[config.mk]
export PLATFORM = sky130hd
export DESIGN_NAME = motor_feedback_multiturn_decoder_flat
export DESIGN_NICKNAME = d
export VERILOG_FILES = /design/src/hdl/mfmtd_pkg.sv /design/src/hdl/mfmtd_if.sv /design/src/hdl/motor_feedback_multiturn_decoder.sv /design/src/hdl/mfmtd_ram.sv /design/src/flat_wrapper.sv
export SDC_FILE = /design/constraint.sdc
export NUM_CORES = 1
export LEC_CHECK = 0
export ABC_AREA = 1
export BUFFER_PORTS_ARGS = -buffer_cell sky130_fd_sc_hd__buf_2
export CAP_MARGIN = 20
export CORE_ASPECT_RATIO = 1.4
export CORE_MARGIN = 2
export CORE_UTILIZATION = 55
export CTS_BUF_LIST = sky130_fd_sc_hd__clkbuf_8
export DETAILED_ROUTE_END_ITERATION = 6
export MAX_ROUTING_LAYER = met4
export PLACE_DENSITY_LB_ADDON = 0.12
export SLEW_MARGIN = 10
export SYNTH_ARGS = -nofsm -noshare
export SYNTH_HDL_FRONTEND = slang
export SYNTH_SLANG_ARGS = --single-unit
[constraint.sdc]
create_clock -name clk_i -period 6.27 [get_ports clk_i]
set_input_delay 0.3135 -clock clk_i [delete_from_list [all_inputs] [get_ports clk_i]]
set_output_delay 0.3135 -clock clk_i [all_outputs]
set_load 0.005 [all_outputs]
[src/hdl/mfmtd_pkg.sv]
`default_nettype none

package mfmtd_pkg;

  // field widths fixed by the frame layout
  localparam int unsigned IdxW     = 3;
  localparam int unsigned AngleW   = 13;
  localparam int unsigned SpeedW   = 16;
  localparam int unsigned CurrentW = 16;
  localparam int unsigned TempW    = 8;
  localparam int unsigned TotalW   = 32;
  localparam int unsigned MaskW    = 6;
  localparam int unsigned CfgIdxW  = 1;
  localparam int unsigned DeltaW   = AngleW + 2;

  localparam int unsigned MotorCount = 6;
  localparam int unsigned MotorAw    = (MotorCount > 1) ? $clog2(MotorCount) : 1;
  localparam int unsigned EncSpan    = 8192;

  // configuration register indexes
  localparam logic [CfgIdxW-1:0] CfgInvertMask    = 1'b0;
  localparam logic [CfgIdxW-1:0] CfgGroupModeMask = 1'b1;

  localparam logic [MaskW-1:0] InvertMaskRst    = 6'd5;
  localparam logic [MaskW-1:0] GroupModeMaskRst = 6'd15;

  // per-motor tracking entry kept in the state ram
  typedef struct packed {
    logic [AngleW-1:0] prev_angle;
    logic [TotalW-1:0] total;
  } track_t;

  // shorter of the direct and the wrapped step, direct on a tie
  function automatic logic signed [DeltaW-1:0] pick_delta(
    input logic [AngleW-1:0] now_a,
    input logic [AngleW-1:0] last_a
  );
    logic signed [DeltaW-1:0] direct;
    logic signed [DeltaW-1:0] wrapped;
    logic signed [DeltaW-1:0] span;
    logic signed [DeltaW-1:0] mag_d;
    logic signed [DeltaW-1:0] mag_w;
    span    = $signed(DeltaW'(EncSpan));
    direct  = $signed({2'b00, now_a}) - $signed({2'b00, last_a});
    wrapped = (now_a < last_a) ? (direct + span) : (direct - span);
    mag_d   = (direct < 0) ? -direct : direct;
    mag_w   = (wrapped < 0) ? -wrapped : wrapped;
    return (mag_w < mag_d) ? wrapped : direct;
  endfunction

endpackage

`default_nettype wire

[src/hdl/mfmtd_if.sv]
`default_nettype none

interface mfmtd_frame_if;
  logic                                  valid;
  logic                                  ready;
  logic [mfmtd_pkg::IdxW-1:0]            motor_index;
  logic [mfmtd_pkg::AngleW-1:0]          enc_angle;
  logic signed [mfmtd_pkg::SpeedW-1:0]   rotor_speed;
  logic signed [mfmtd_pkg::CurrentW-1:0] given_current;
  logic [mfmtd_pkg::TempW-1:0]           raw_temperature;

  modport source (output valid, motor_index, enc_angle, rotor_speed, given_current,
                  raw_temperature, input ready);
  modport sink (input valid, motor_index, enc_angle, rotor_speed, given_current,
                raw_temperature, output ready);
endinterface

interface mfmtd_result_if;
  logic                                  valid;
  logic                                  ready;
  logic [mfmtd_pkg::IdxW-1:0]            motor_out;
  logic [mfmtd_pkg::AngleW-1:0]          logical_angle;
  logic signed [mfmtd_pkg::SpeedW-1:0]   logical_speed;
  logic signed [mfmtd_pkg::CurrentW-1:0] logical_current;
  logic [mfmtd_pkg::TempW-1:0]           temperature;
  logic signed [mfmtd_pkg::TotalW-1:0]   multi_turn_angle;
  logic                                  first_frame;
  logic                                  online;

  modport source (output valid, motor_out, logical_angle, logical_speed,
                  logical_current, temperature, multi_turn_angle, first_frame,
                  online, input ready);
  modport sink (input valid, motor_out, logical_angle, logical_speed,
                logical_current, temperature, multi_turn_angle, first_frame,
                online, output ready);
endinterface

`default_nettype wire

[src/hdl/motor_feedback_multiturn_decoder.sv]
`default_nettype none

// channel   dir  port      payload
// --------  ---  --------  ------------------------------------------------
// frame     in   frame_i   motor_index, raw angle/speed/current/temperature
// result    out  result_o  corrected fields, multi_turn_angle, flags
// config    in   cfg_*_i   invert_mask (0), group_mode_mask (1)
//
// two-stage pipeline, middle stage and result register: a word is taken
// each cycle unless stalled; the registered state ram read sets the depth
// reset clears the masks to their defaults and all seen/online flags; no
// clearing pass, since an unseen motor never uses its ram entry
// a stalled result register holds the middle stage, which in turn stops
// the input; a word whose motor index is out of range is taken and dropped
module motor_feedback_multiturn_decoder (
  input  wire logic                            clk_i,
  input  wire logic                            rst_ni,
  input  wire logic                            cfg_we_i,
  input  wire logic [mfmtd_pkg::CfgIdxW-1:0]   cfg_idx_i,
  input  wire logic [mfmtd_pkg::MaskW-1:0]     cfg_data_i,
  mfmtd_frame_if.sink                          frame_i,
  mfmtd_result_if.source                       result_o
);

  // configuration masks
  logic [mfmtd_pkg::MaskW-1:0] invert_q, group_q;

  always_ff @(posedge clk_i or negedge rst_ni) begin
    if (!rst_ni) begin
      invert_q <= mfmtd_pkg::InvertMaskRst;
      group_q  <= mfmtd_pkg::GroupModeMaskRst;
    end else if (cfg_we_i) begin
      case (cfg_idx_i)
        mfmtd_pkg::CfgInvertMask:    invert_q <= cfg_data_i;
        mfmtd_pkg::CfgGroupModeMask: group_q  <= cfg_data_i;
        default: ;
      endcase
    end
  end

  // ---------------- input stage: mirror and ram read ----------------
  logic                                s1_valid_q, s1_valid_d;
  logic                                s1_adv;
  logic                                in_ok;
  logic                                in_acc;
  logic                                s1_load;
  logic                                mirror;
  logic [mfmtd_pkg::AngleW-1:0]        in_angle;
  logic [mfmtd_pkg::SpeedW-1:0]        in_speed;
  logic [mfmtd_pkg::CurrentW-1:0]      in_current;

  assign in_ok   = (32'(frame_i.motor_index) < mfmtd_pkg::MotorCount);
  assign frame_i.ready = !s1_valid_q || s1_adv;
  assign in_acc  = frame_i.valid && frame_i.ready;
  assign s1_load = in_acc && in_ok;

  always_comb begin
    mirror = 1'b0;
    if ((32'(frame_i.motor_index) < mfmtd_pkg::MaskW) && in_ok) begin
      mirror = invert_q[frame_i.motor_index] && group_q[frame_i.motor_index];
    end
    // span minus angle modulo the span, which leaves a zero angle at zero
    in_angle   = mirror ? (mfmtd_pkg::AngleW'(0) - frame_i.enc_angle) : frame_i.enc_angle;
    in_speed   = mirror ? (mfmtd_pkg::SpeedW'(0) - frame_i.rotor_speed) : frame_i.rotor_speed;
    in_current = mirror ? (mfmtd_pkg::CurrentW'(0) - frame_i.given_current)
                        : frame_i.given_current;
  end

  // middle stage payload
  logic [mfmtd_pkg::IdxW-1:0]     s1_idx_q;
  logic [mfmtd_pkg::AngleW-1:0]   s1_angle_q;
  logic [mfmtd_pkg::SpeedW-1:0]   s1_speed_q;
  logic [mfmtd_pkg::CurrentW-1:0] s1_current_q;
  logic [mfmtd_pkg::TempW-1:0]    s1_temp_q;
  logic                           s1_fwd_q;

  assign s1_valid_d = s1_load ? 1'b1 : (s1_adv ? 1'b0 : s1_valid_q);

  always_ff @(posedge clk_i or negedge rst_ni) begin
    if (!rst_ni) begin
      s1_valid_q <= 1'b0;
    end else begin
      s1_valid_q <= s1_valid_d;
    end
  end

  // the ram write of the leaving word lands on the same edge as the read of
  // the arriving one, so a match there takes the written entry instead
  always_ff @(posedge clk_i) begin
    if (s1_load) begin
      s1_idx_q     <= frame_i.motor_index;
      s1_angle_q   <= in_angle;
      s1_speed_q   <= in_speed;
      s1_current_q <= in_current;
      s1_temp_q    <= frame_i.raw_temperature;
      s1_fwd_q     <= s1_adv && (frame_i.motor_index == s1_idx_q);
    end
  end

  // ---------------- state ram ----------------
  mfmtd_pkg::track_t rd_entry, wr_entry, wr_entry_q, old_entry;

  mfmtd_ram #(
    .Width ($bits(mfmtd_pkg::track_t)),
    .Depth (mfmtd_pkg::MotorCount)
  ) u_track_ram (
    .clk_i   (clk_i),
    .we_i    (s1_adv),
    .waddr_i (s1_idx_q[mfmtd_pkg::MotorAw-1:0]),
    .wdata_i (wr_entry),
    .re_i    (s1_load),
    .raddr_i (frame_i.motor_index[mfmtd_pkg::MotorAw-1:0]),
    .rdata_o (rd_entry)
  );

  // seen and online flags live in flops so reset clears them at once
  logic [mfmtd_pkg::MotorCount-1:0] seen_q, online_q;

  // ---------------- middle stage: unwrap and accumulate ----------------
  logic                              seen;
  logic                              online_new;
  logic signed [mfmtd_pkg::DeltaW-1:0] delta;
  logic [mfmtd_pkg::TotalW-1:0]      total_new;

  always_comb begin
    old_entry  = s1_fwd_q ? wr_entry_q : rd_entry;
    seen       = seen_q[s1_idx_q[mfmtd_pkg::MotorAw-1:0]];
    delta      = mfmtd_pkg::pick_delta(s1_angle_q, old_entry.prev_angle);
    // first word of a motor starts the total at zero and keeps its online flag
    total_new  = seen ? (old_entry.total + mfmtd_pkg::TotalW'(delta))
                      : '0;
    online_new = seen ? 1'b1 : online_q[s1_idx_q[mfmtd_pkg::MotorAw-1:0]];
    wr_entry.prev_angle = s1_angle_q;
    wr_entry.total      = total_new;
  end

  logic out_valid_q, out_valid_d;

  assign s1_adv      = s1_valid_q && (!out_valid_q || result_o.ready);
  assign out_valid_d = s1_adv ? 1'b1 : (result_o.ready ? 1'b0 : out_valid_q);

  always_ff @(posedge clk_i or negedge rst_ni) begin
    if (!rst_ni) begin
      seen_q      <= '0;
      online_q    <= '0;
      out_valid_q <= 1'b0;
    end else begin
      out_valid_q <= out_valid_d;
      if (s1_adv) begin
        seen_q[s1_idx_q[mfmtd_pkg::MotorAw-1:0]]   <= 1'b1;
        online_q[s1_idx_q[mfmtd_pkg::MotorAw-1:0]] <= online_new;
      end
    end
  end

  // ---------------- result register ----------------
  logic [mfmtd_pkg::IdxW-1:0]     out_idx_q;
  logic [mfmtd_pkg::AngleW-1:0]   out_angle_q;
  logic [mfmtd_pkg::SpeedW-1:0]   out_speed_q;
  logic [mfmtd_pkg::CurrentW-1:0] out_current_q;
  logic [mfmtd_pkg::TempW-1:0]    out_temp_q;
  logic [mfmtd_pkg::TotalW-1:0]   out_total_q;
  logic                           out_first_q;
  logic                           out_online_q;

  always_ff @(posedge clk_i) begin
    if (s1_adv) begin
      wr_entry_q    <= wr_entry;
      out_idx_q     <= s1_idx_q;
      out_angle_q   <= s1_angle_q;
      out_speed_q   <= s1_speed_q;
      out_current_q <= s1_current_q;
      out_temp_q    <= s1_temp_q;
      out_total_q   <= total_new;
      out_first_q   <= !seen;
      out_online_q  <= online_new;
    end
  end

  assign result_o.valid            = out_valid_q;
  assign result_o.motor_out        = out_idx_q;
  assign result_o.logical_angle    = out_angle_q;
  assign result_o.logical_speed    = $signed(out_speed_q);
  assign result_o.logical_current  = $signed(out_current_q);
  assign result_o.temperature      = out_temp_q;
  assign result_o.multi_turn_angle = $signed(out_total_q);
  assign result_o.first_frame      = out_first_q;
  assign result_o.online           = out_online_q;

endmodule

`default_nettype wire

[src/hdl/mfmtd_ram.sv]
`default_nettype none

module mfmtd_ram #(
  parameter int unsigned Width = 8,
  parameter int unsigned Depth = 4
) (
  input  wire logic                                     clk_i,
  input  wire logic                                     we_i,
  input  wire logic [((Depth > 1) ? $clog2(Depth) : 1)-1:0] waddr_i,
  input  wire logic [Width-1:0]                         wdata_i,
  input  wire logic                                     re_i,
  input  wire logic [((Depth > 1) ? $clog2(Depth) : 1)-1:0] raddr_i,
  output logic [Width-1:0]                              rdata_o
);

  logic [Width-1:0] mem_q [Depth];

  always_ff @(posedge clk_i) begin
    if (we_i) begin
      mem_q[waddr_i] <= wdata_i;
    end
    if (re_i) begin
      rdata_o <= mem_q[raddr_i];
    end
  end

endmodule

`default_nettype wire

[src/flat_wrapper.sv]
// flat-port wrapper written by rule: the top's interface ports become plain ports
module motor_feedback_multiturn_decoder_flat 
  (clk_i, rst_ni, cfg_we_i, cfg_idx_i, cfg_data_i, frame_i_valid, frame_i_motor_index, frame_i_enc_angle, frame_i_rotor_speed, frame_i_given_current, frame_i_raw_temperature, frame_i_ready, result_o_valid, result_o_motor_out, result_o_logical_angle, result_o_logical_speed, result_o_logical_current, result_o_temperature, result_o_multi_turn_angle, result_o_first_frame, result_o_online, result_o_ready);
  mfmtd_frame_if frame_i_i ();
  mfmtd_result_if result_o_i ();
  input  wire logic clk_i;
  input  wire logic rst_ni;
  input  wire logic cfg_we_i;
  input  wire logic [mfmtd_pkg::CfgIdxW-1:0] cfg_idx_i;
  input  wire logic [mfmtd_pkg::MaskW-1:0] cfg_data_i;
  input wire logic [$bits(frame_i_i.valid)-1:0] frame_i_valid;
  input wire logic [$bits(frame_i_i.motor_index)-1:0] frame_i_motor_index;
  input wire logic [$bits(frame_i_i.enc_angle)-1:0] frame_i_enc_angle;
  input wire logic [$bits(frame_i_i.rotor_speed)-1:0] frame_i_rotor_speed;
  input wire logic [$bits(frame_i_i.given_current)-1:0] frame_i_given_current;
  input wire logic [$bits(frame_i_i.raw_temperature)-1:0] frame_i_raw_temperature;
  output wire logic [$bits(frame_i_i.ready)-1:0] frame_i_ready;
  output wire logic [$bits(result_o_i.valid)-1:0] result_o_valid;
  output wire logic [$bits(result_o_i.motor_out)-1:0] result_o_motor_out;
  output wire logic [$bits(result_o_i.logical_angle)-1:0] result_o_logical_angle;
  output wire logic [$bits(result_o_i.logical_speed)-1:0] result_o_logical_speed;
  output wire logic [$bits(result_o_i.logical_current)-1:0] result_o_logical_current;
  output wire logic [$bits(result_o_i.temperature)-1:0] result_o_temperature;
  output wire logic [$bits(result_o_i.multi_turn_angle)-1:0] result_o_multi_turn_angle;
  output wire logic [$bits(result_o_i.first_frame)-1:0] result_o_first_frame;
  output wire logic [$bits(result_o_i.online)-1:0] result_o_online;
  input wire logic [$bits(result_o_i.ready)-1:0] result_o_ready;
  assign frame_i_i.valid = frame_i_valid;
  assign frame_i_i.motor_index = frame_i_motor_index;
  assign frame_i_i.enc_angle = frame_i_enc_angle;
  assign frame_i_i.rotor_speed = frame_i_rotor_speed;
  assign frame_i_i.given_current = frame_i_given_current;
  assign frame_i_i.raw_temperature = frame_i_raw_temperature;
  assign frame_i_ready = frame_i_i.ready;
  assign result_o_valid = result_o_i.valid;
  assign result_o_motor_out = result_o_i.motor_out;
  assign result_o_logical_angle = result_o_i.logical_angle;
  assign result_o_logical_speed = result_o_i.logical_speed;
  assign result_o_logical_current = result_o_i.logical_current;
  assign result_o_temperature = result_o_i.temperature;
  assign result_o_multi_turn_angle = result_o_i.multi_turn_angle;
  assign result_o_first_frame = result_o_i.first_frame;
  assign result_o_online = result_o_i.online;
  assign result_o_i.ready = result_o_ready;
  motor_feedback_multiturn_decoder u_core (.clk_i(clk_i), .rst_ni(rst_ni), .cfg_we_i(cfg_we_i), .cfg_idx_i(cfg_idx_i), .cfg_data_i(cfg_data_i), .frame_i(frame_i_i), .result_o(result_o_i));
endmodule
==> flow_results.xml <==
<?xml version="1.0" encoding="UTF-8"?>
<metrics>
  <group name="outcome">
    <metric name="outcome" unit="">complete, no violations</metric>
  </group>
  <group name="logic_synthesis">
    <metric name="post_synth_most_frequent_cells" unit="">edfxtp_1, nand2_1, inv_1</metric>
    <metric name="cell_type_contributing_the_most_total_cell_area_after_synthesis" unit="">edfxtp_1</metric>
    <metric name="post_synthesis_average_cell_area" unit="sq um">11.6</metric>
    <metric name="syn-num-nets" unit="">2043</metric>
    <metric name="synthFlopType" unit="">edfxtp_1</metric>
    <metric name="synth_largest_type_area_fraction" unit="">0.627</metric>
    <metric name="synth-seq-area-share" unit="">0.656</metric>
    <metric name="post_synthesis_sequential_element_count" unit="">488</metric>
    <metric name="synth-async-reset-ratio" unit="">0.0533</metric>
    <metric name="synth_cell_types" unit="">45</metric>
    <metric name="synth_cells" unit="">1914</metric>
    <metric name="mappedNetlistArea" unit="sq um">22100</metric>
    <metric name="number_of_warnings_reported_in_the_yosys_synthesis_log" unit="">0</metric>
    <metric name="synth_edf_count" unit="">462</metric>
    <metric name="post-synth-top-count-cell" unit="">edfxtp_1</metric>
    <metric name="yosys-top-cells-area" unit="">edfxtp_1, nand2_1, ha_1</metric>
  </group>
  <group name="critical_path">
    <metric name="critical-path-top-cell-by-count" unit="">nand2_1</metric>
    <metric name="critPathCaptureType" unit="">flip-flop</metric>
    <metric name="crit_path_start_kind" unit="">flip-flop</metric>
    <metric name="r2r_cells" unit="">36</metric>
    <metric name="timing.rr.end" unit="">u_core.u_track_ram.mem_q[0][23]$_DFFE_PP_</metric>
    <metric name="criticalPathCategory" unit="">flip-flop to flip-flop</metric>
    <metric name="critical_path_peak_fanout" unit="">8</metric>
    <metric name="r2r_setup_slack" unit="ps">390</metric>
    <metric name="critical_path_required" unit="ps">6630</metric>
    <metric name="crit_path_max_incr_delay" unit="ps">470</metric>
    <metric name="crit_arrival" unit="ps">6240</metric>
    <metric name="crit_slowest_cell" unit="">fa_2</metric>
    <metric name="reg2reg_from" unit="">u_core.s1_fwd_q$_DFFE_PP_</metric>
  </group>
  <group name="sta">
    <metric name="finalCriticalPeriod" unit="ps">5880</metric>
    <metric name="tightest_slew" unit="ps">1100</metric>
    <metric name="final_worst_path_cycle_share" unit="">0.938</metric>
    <metric name="drv_slew" unit="">0</metric>
    <metric name="timing.max_slew.rel_slack" unit="">0.268</metric>
    <metric name="final_hold_violations" unit="">0</metric>
    <metric name="max_freq" unit="GHz">0.170</metric>
    <metric name="hold_ws" unit="ps">33.7</metric>
    <metric name="rsz0062_at_grt" unit="">true</metric>
    <metric name="final_critical_path_setup_slack" unit="ps">390</metric>
    <metric name="worst_clock_skew" unit="ps">21.7</metric>
    <metric name="setup_violations_final" unit="">0</metric>
  </group>
  <group name="min_path">
    <metric name="timing.hold.worst_path_depth" unit="">2</metric>
    <metric name="hold_end" unit="">u_core.s1_current_q[12]$_DFFE_PP_</metric>
    <metric name="hold_path_class" unit="">primary input to flip-flop</metric>
    <metric name="worstHoldStart" unit="">frame_i_given_current[12]</metric>
  </group>
  <group name="global_route">
    <metric name="grt.total_usage" unit="">0.257</metric>
    <metric name="first_global_vias" unit="">15400</metric>
    <metric name="antenna_found_initial" unit="">1</metric>
    <metric name="first_pass_grt_wire_length" unit="microns">80500</metric>
    <metric name="pin_count_of_the_biggest_net_entering_global_routing" unit="">90</metric>
    <metric name="grt_remaining_overflow" unit="">0</metric>
  </group>
  <group name="clock_network">
    <metric name="cts.sinks" unit="">488</metric>
    <metric name="clk_root_buffer_cell" unit="">clkbuf_8</metric>
    <metric name="inserted_clock_buffers" unit="">72</metric>
    <metric name="cts_tree" unit="">done</metric>
    <metric name="h_tree_depth" unit="">3</metric>
    <metric name="cts.path.max_buffers" unit="">3</metric>
    <metric name="worst_skew_pair.late_latency" unit="ps">630</metric>
    <metric name="clk_pin_slew_worst_paths" unit="ps">60</metric>
  </group>
  <group name="detailed_routing">
    <metric name="dr.pass1.iters" unit="">5</metric>
    <metric name="first_iter_violations" unit="">1060</metric>
    <metric name="wl_met1" unit="microns">21200</metric>
    <metric name="detail_route.drc_violations" unit="">0</metric>
    <metric name="route.top_layer_used" unit="">met4</metric>
    <metric name="route.met2.wl" unit="microns">27000</metric>
    <metric name="post_drt_via_cell_ratio" unit="">5.55</metric>
    <metric name="met3WireLength" unit="microns">3130</metric>
    <metric name="wl_per_cell" unit="microns">19.1</metric>
    <metric name="route.vias.total" unit="">15300</metric>
    <metric name="routed_wirelength" unit="microns">52900</metric>
    <metric name="drtAntennaViolNets" unit="">0</metric>
  </group>
  <group name="power">
    <metric name="post-layout-total-power" unit="uW">9230</metric>
    <metric name="leakage" unit="uW">0.0101</metric>
    <metric name="powerDensity" unit="nW/um^2">356</metric>
    <metric name="peak_vdd_ir" unit="mV">0.179</metric>
  </group>
  <group name="place">
    <metric name="port_buffers" unit="">159</metric>
    <metric name="pre_cts_worst_setup_slack" unit="ps">18.0</metric>
    <metric name="hpwlAfterDp" unit="microns">32300</metric>
    <metric name="place_congestion" unit="">0.898</metric>
    <metric name="numPlacedInstances" unit="">2575</metric>
  </group>
  <group name="finish">
    <metric name="layout.cells.non_filler" unit="">2763</metric>
    <metric name="final_util" unit="">0.649</metric>
    <metric name="drive_gt1_frac" unit="">0.192</metric>
    <metric name="design.final.nets" unit="">2303</metric>
    <metric name="syn2layout_area_growth" unit="%">17.1</metric>
  </group>
  <group name="die">
    <metric name="placeableCoreArea" unit="sq um">39900</metric>
    <metric name="floorplan.io_pins" unit="">160</metric>
    <metric name="rows" unit="">87</metric>
    <metric name="initial_utilization" unit="">0.554</metric>
    <metric name="die_x" unit="microns">174</metric>
    <metric name="die_h" unit="microns">241</metric>
    <metric name="floorplan.die_area" unit="sq um">41900</metric>
  </group>
  <group name="flow_run">
    <metric name="cap_viol_max_count" unit="">0</metric>
  </group>
</metrics>
critical path, delay by kind of cell (launching register included):
family / cells / cell delay (ps)
and+or+nand+nor: 17 / 1810
adders and majority gates: 5 / 1350
buffers and inverters: 4 / 430
muxes: 1 / 350
DFF: 1 / 400
AOI/OAI and AO/OA: 8 / 1100
xor gates and xnor gates: 1 / 190
where the power goes:
part	switching (uW)	internal [uW]
registers	105	4070
logic	1750	946
clock network	1190	1160
stage by stage:
| stage | cell area [sq um] | TNS, ps |
|---|---|---|
| after global placement | 23700 | 0 |
| after global routing | 25900 | -3260 |
| after CTS | 25500 | 0 |
| final | 25900 | 0 |
| after floorplan | 22100 | 0 |
| after detailed placement | 23700 | 0 |
placed cells by master, fill, tap and decap left out, types with 14 or more instances in the layout:
master | netlist | final
a21oi_2 | 1 | 14
xnor2_1 | 21 | 19
nor2_1 | 146 | 130
a21oi_1 | 119 | 106
clkinv_1 | 0 | 15
nand3_1 | 65 | 62
buf_2 | 4 | 158
ha_1 | 59 | 46
buf_4 | 0 | 40
xor2_1 | 40 | 40
inv_1 | 147 | 167
o21ai_0 | 133 | 127
nor2_2 | 7 | 14
dfrtp_1 | 20 | 20
dlygate4sd3_1 | 0 | 51
clkbuf_8 | 0 | 75
edfxtp_1 | 462 | 462
nor3_1 | 22 | 15
mux2_2 | 27 | 27
o22ai_1 | 47 | 47
nand2_1 | 394 | 391
a32o_1 | 45 | 45
area by class of cell:
cell class,count,area (sq um)
Tap cell,534,668
Fill cell,3076,14000
Timing Repair Buffer,253,1670
Sequential cell,488,14500
Antenna cell,1,2.50
Clock buffer,75,1030
Inverter,147,557
Clock inverter,53,262
Multi-Input combinational cell,1212,7210
routing by layer:
layer | global-route usage | up-vias
li1 | - | 7344
met1 | 0.299 | 7434
met2 | 0.449 | 466
met3 | 0.0458 | 101
met4 | 0.0968 | 0
met5 | - | -
worst max-delay path by stage:
stage                              start                                   endpoint  slack, ps  cells past startpoint
2_1_floorplan  u_core.s1_fwd_q$_DFFE_PP_  u_core.u_track_ram.mem_q[0][31]$_DFFE_PP_         80                     36
3_3_place_gp   u_core.s1_fwd_q$_DFFE_PP_  u_core.u_track_ram.mem_q[5][28]$_DFFE_PP_        200                     36
3_5_place_dp   u_core.s1_fwd_q$_DFFE_PP_  u_core.u_track_ram.mem_q[2][26]$_DFFE_PP_         20                     37
4_1_cts        u_core.s1_fwd_q$_DFFE_PP_  u_core.u_track_ram.mem_q[2][26]$_DFFE_PP_          6                     37
5_1_grt        u_core.s1_fwd_q$_DFFE_PP_  u_core.u_track_ram.mem_q[0][18]$_DFFE_PP_        -70                     35
6_report       u_core.s1_fwd_q$_DFFE_PP_  u_core.u_track_ram.mem_q[0][23]$_DFFE_PP_        390                     36
sequential cells by signal, summed over array words and instances, names as in the netlist, 3 cells and up:
| name | flops |
|---|---|
| u_core.u_track_ram.mem_q | 270 |
| u_core.result_o.logical_speed | 16 |
| u_core.result_o.motor_out | 3 |
| u_core.s1_temp_q | 8 |
| u_core.group_q | 6 |
| u_core.s1_angle_q | 13 |
| u_core.seen_q | 6 |
| u_core.u_track_ram.rdata_o | 45 |
| u_core.s1_speed_q | 16 |
| u_core.online_q | 6 |
| u_core.result_o.temperature | 8 |
| u_core.wr_entry_q | 45 |
| u_core.invert_q | 6 |
| u_core.s1_idx_q | 3 |
| u_core.result_o.logical_current | 16 |
| u_core.s1_current_q | 16 |
logic make-up after synthesis:
family / Yosys count / share of synthesized area
buf+inv: 215 / 0.0367
simple gates: 679 / 0.129
compound gates: 367 / 0.0981
fa+ha+maj: 61 / 0.0352
flops: 488 / 0.656
xor+xnor: 62 / 0.0249
other cells: 2 / 0.000339
mux: 40 / 0.0196
what timing repair did:
item | in CTS | in global routing
gates resized for setup | 0 | 80
hold buffers | 51 | 0
hold endpoints to repair | 76 | 0
buffers inserted | 0 | 6
endpoints found under the setup margin | 0 | 126
Note: power is estimated with default switching activity, not from simulation.
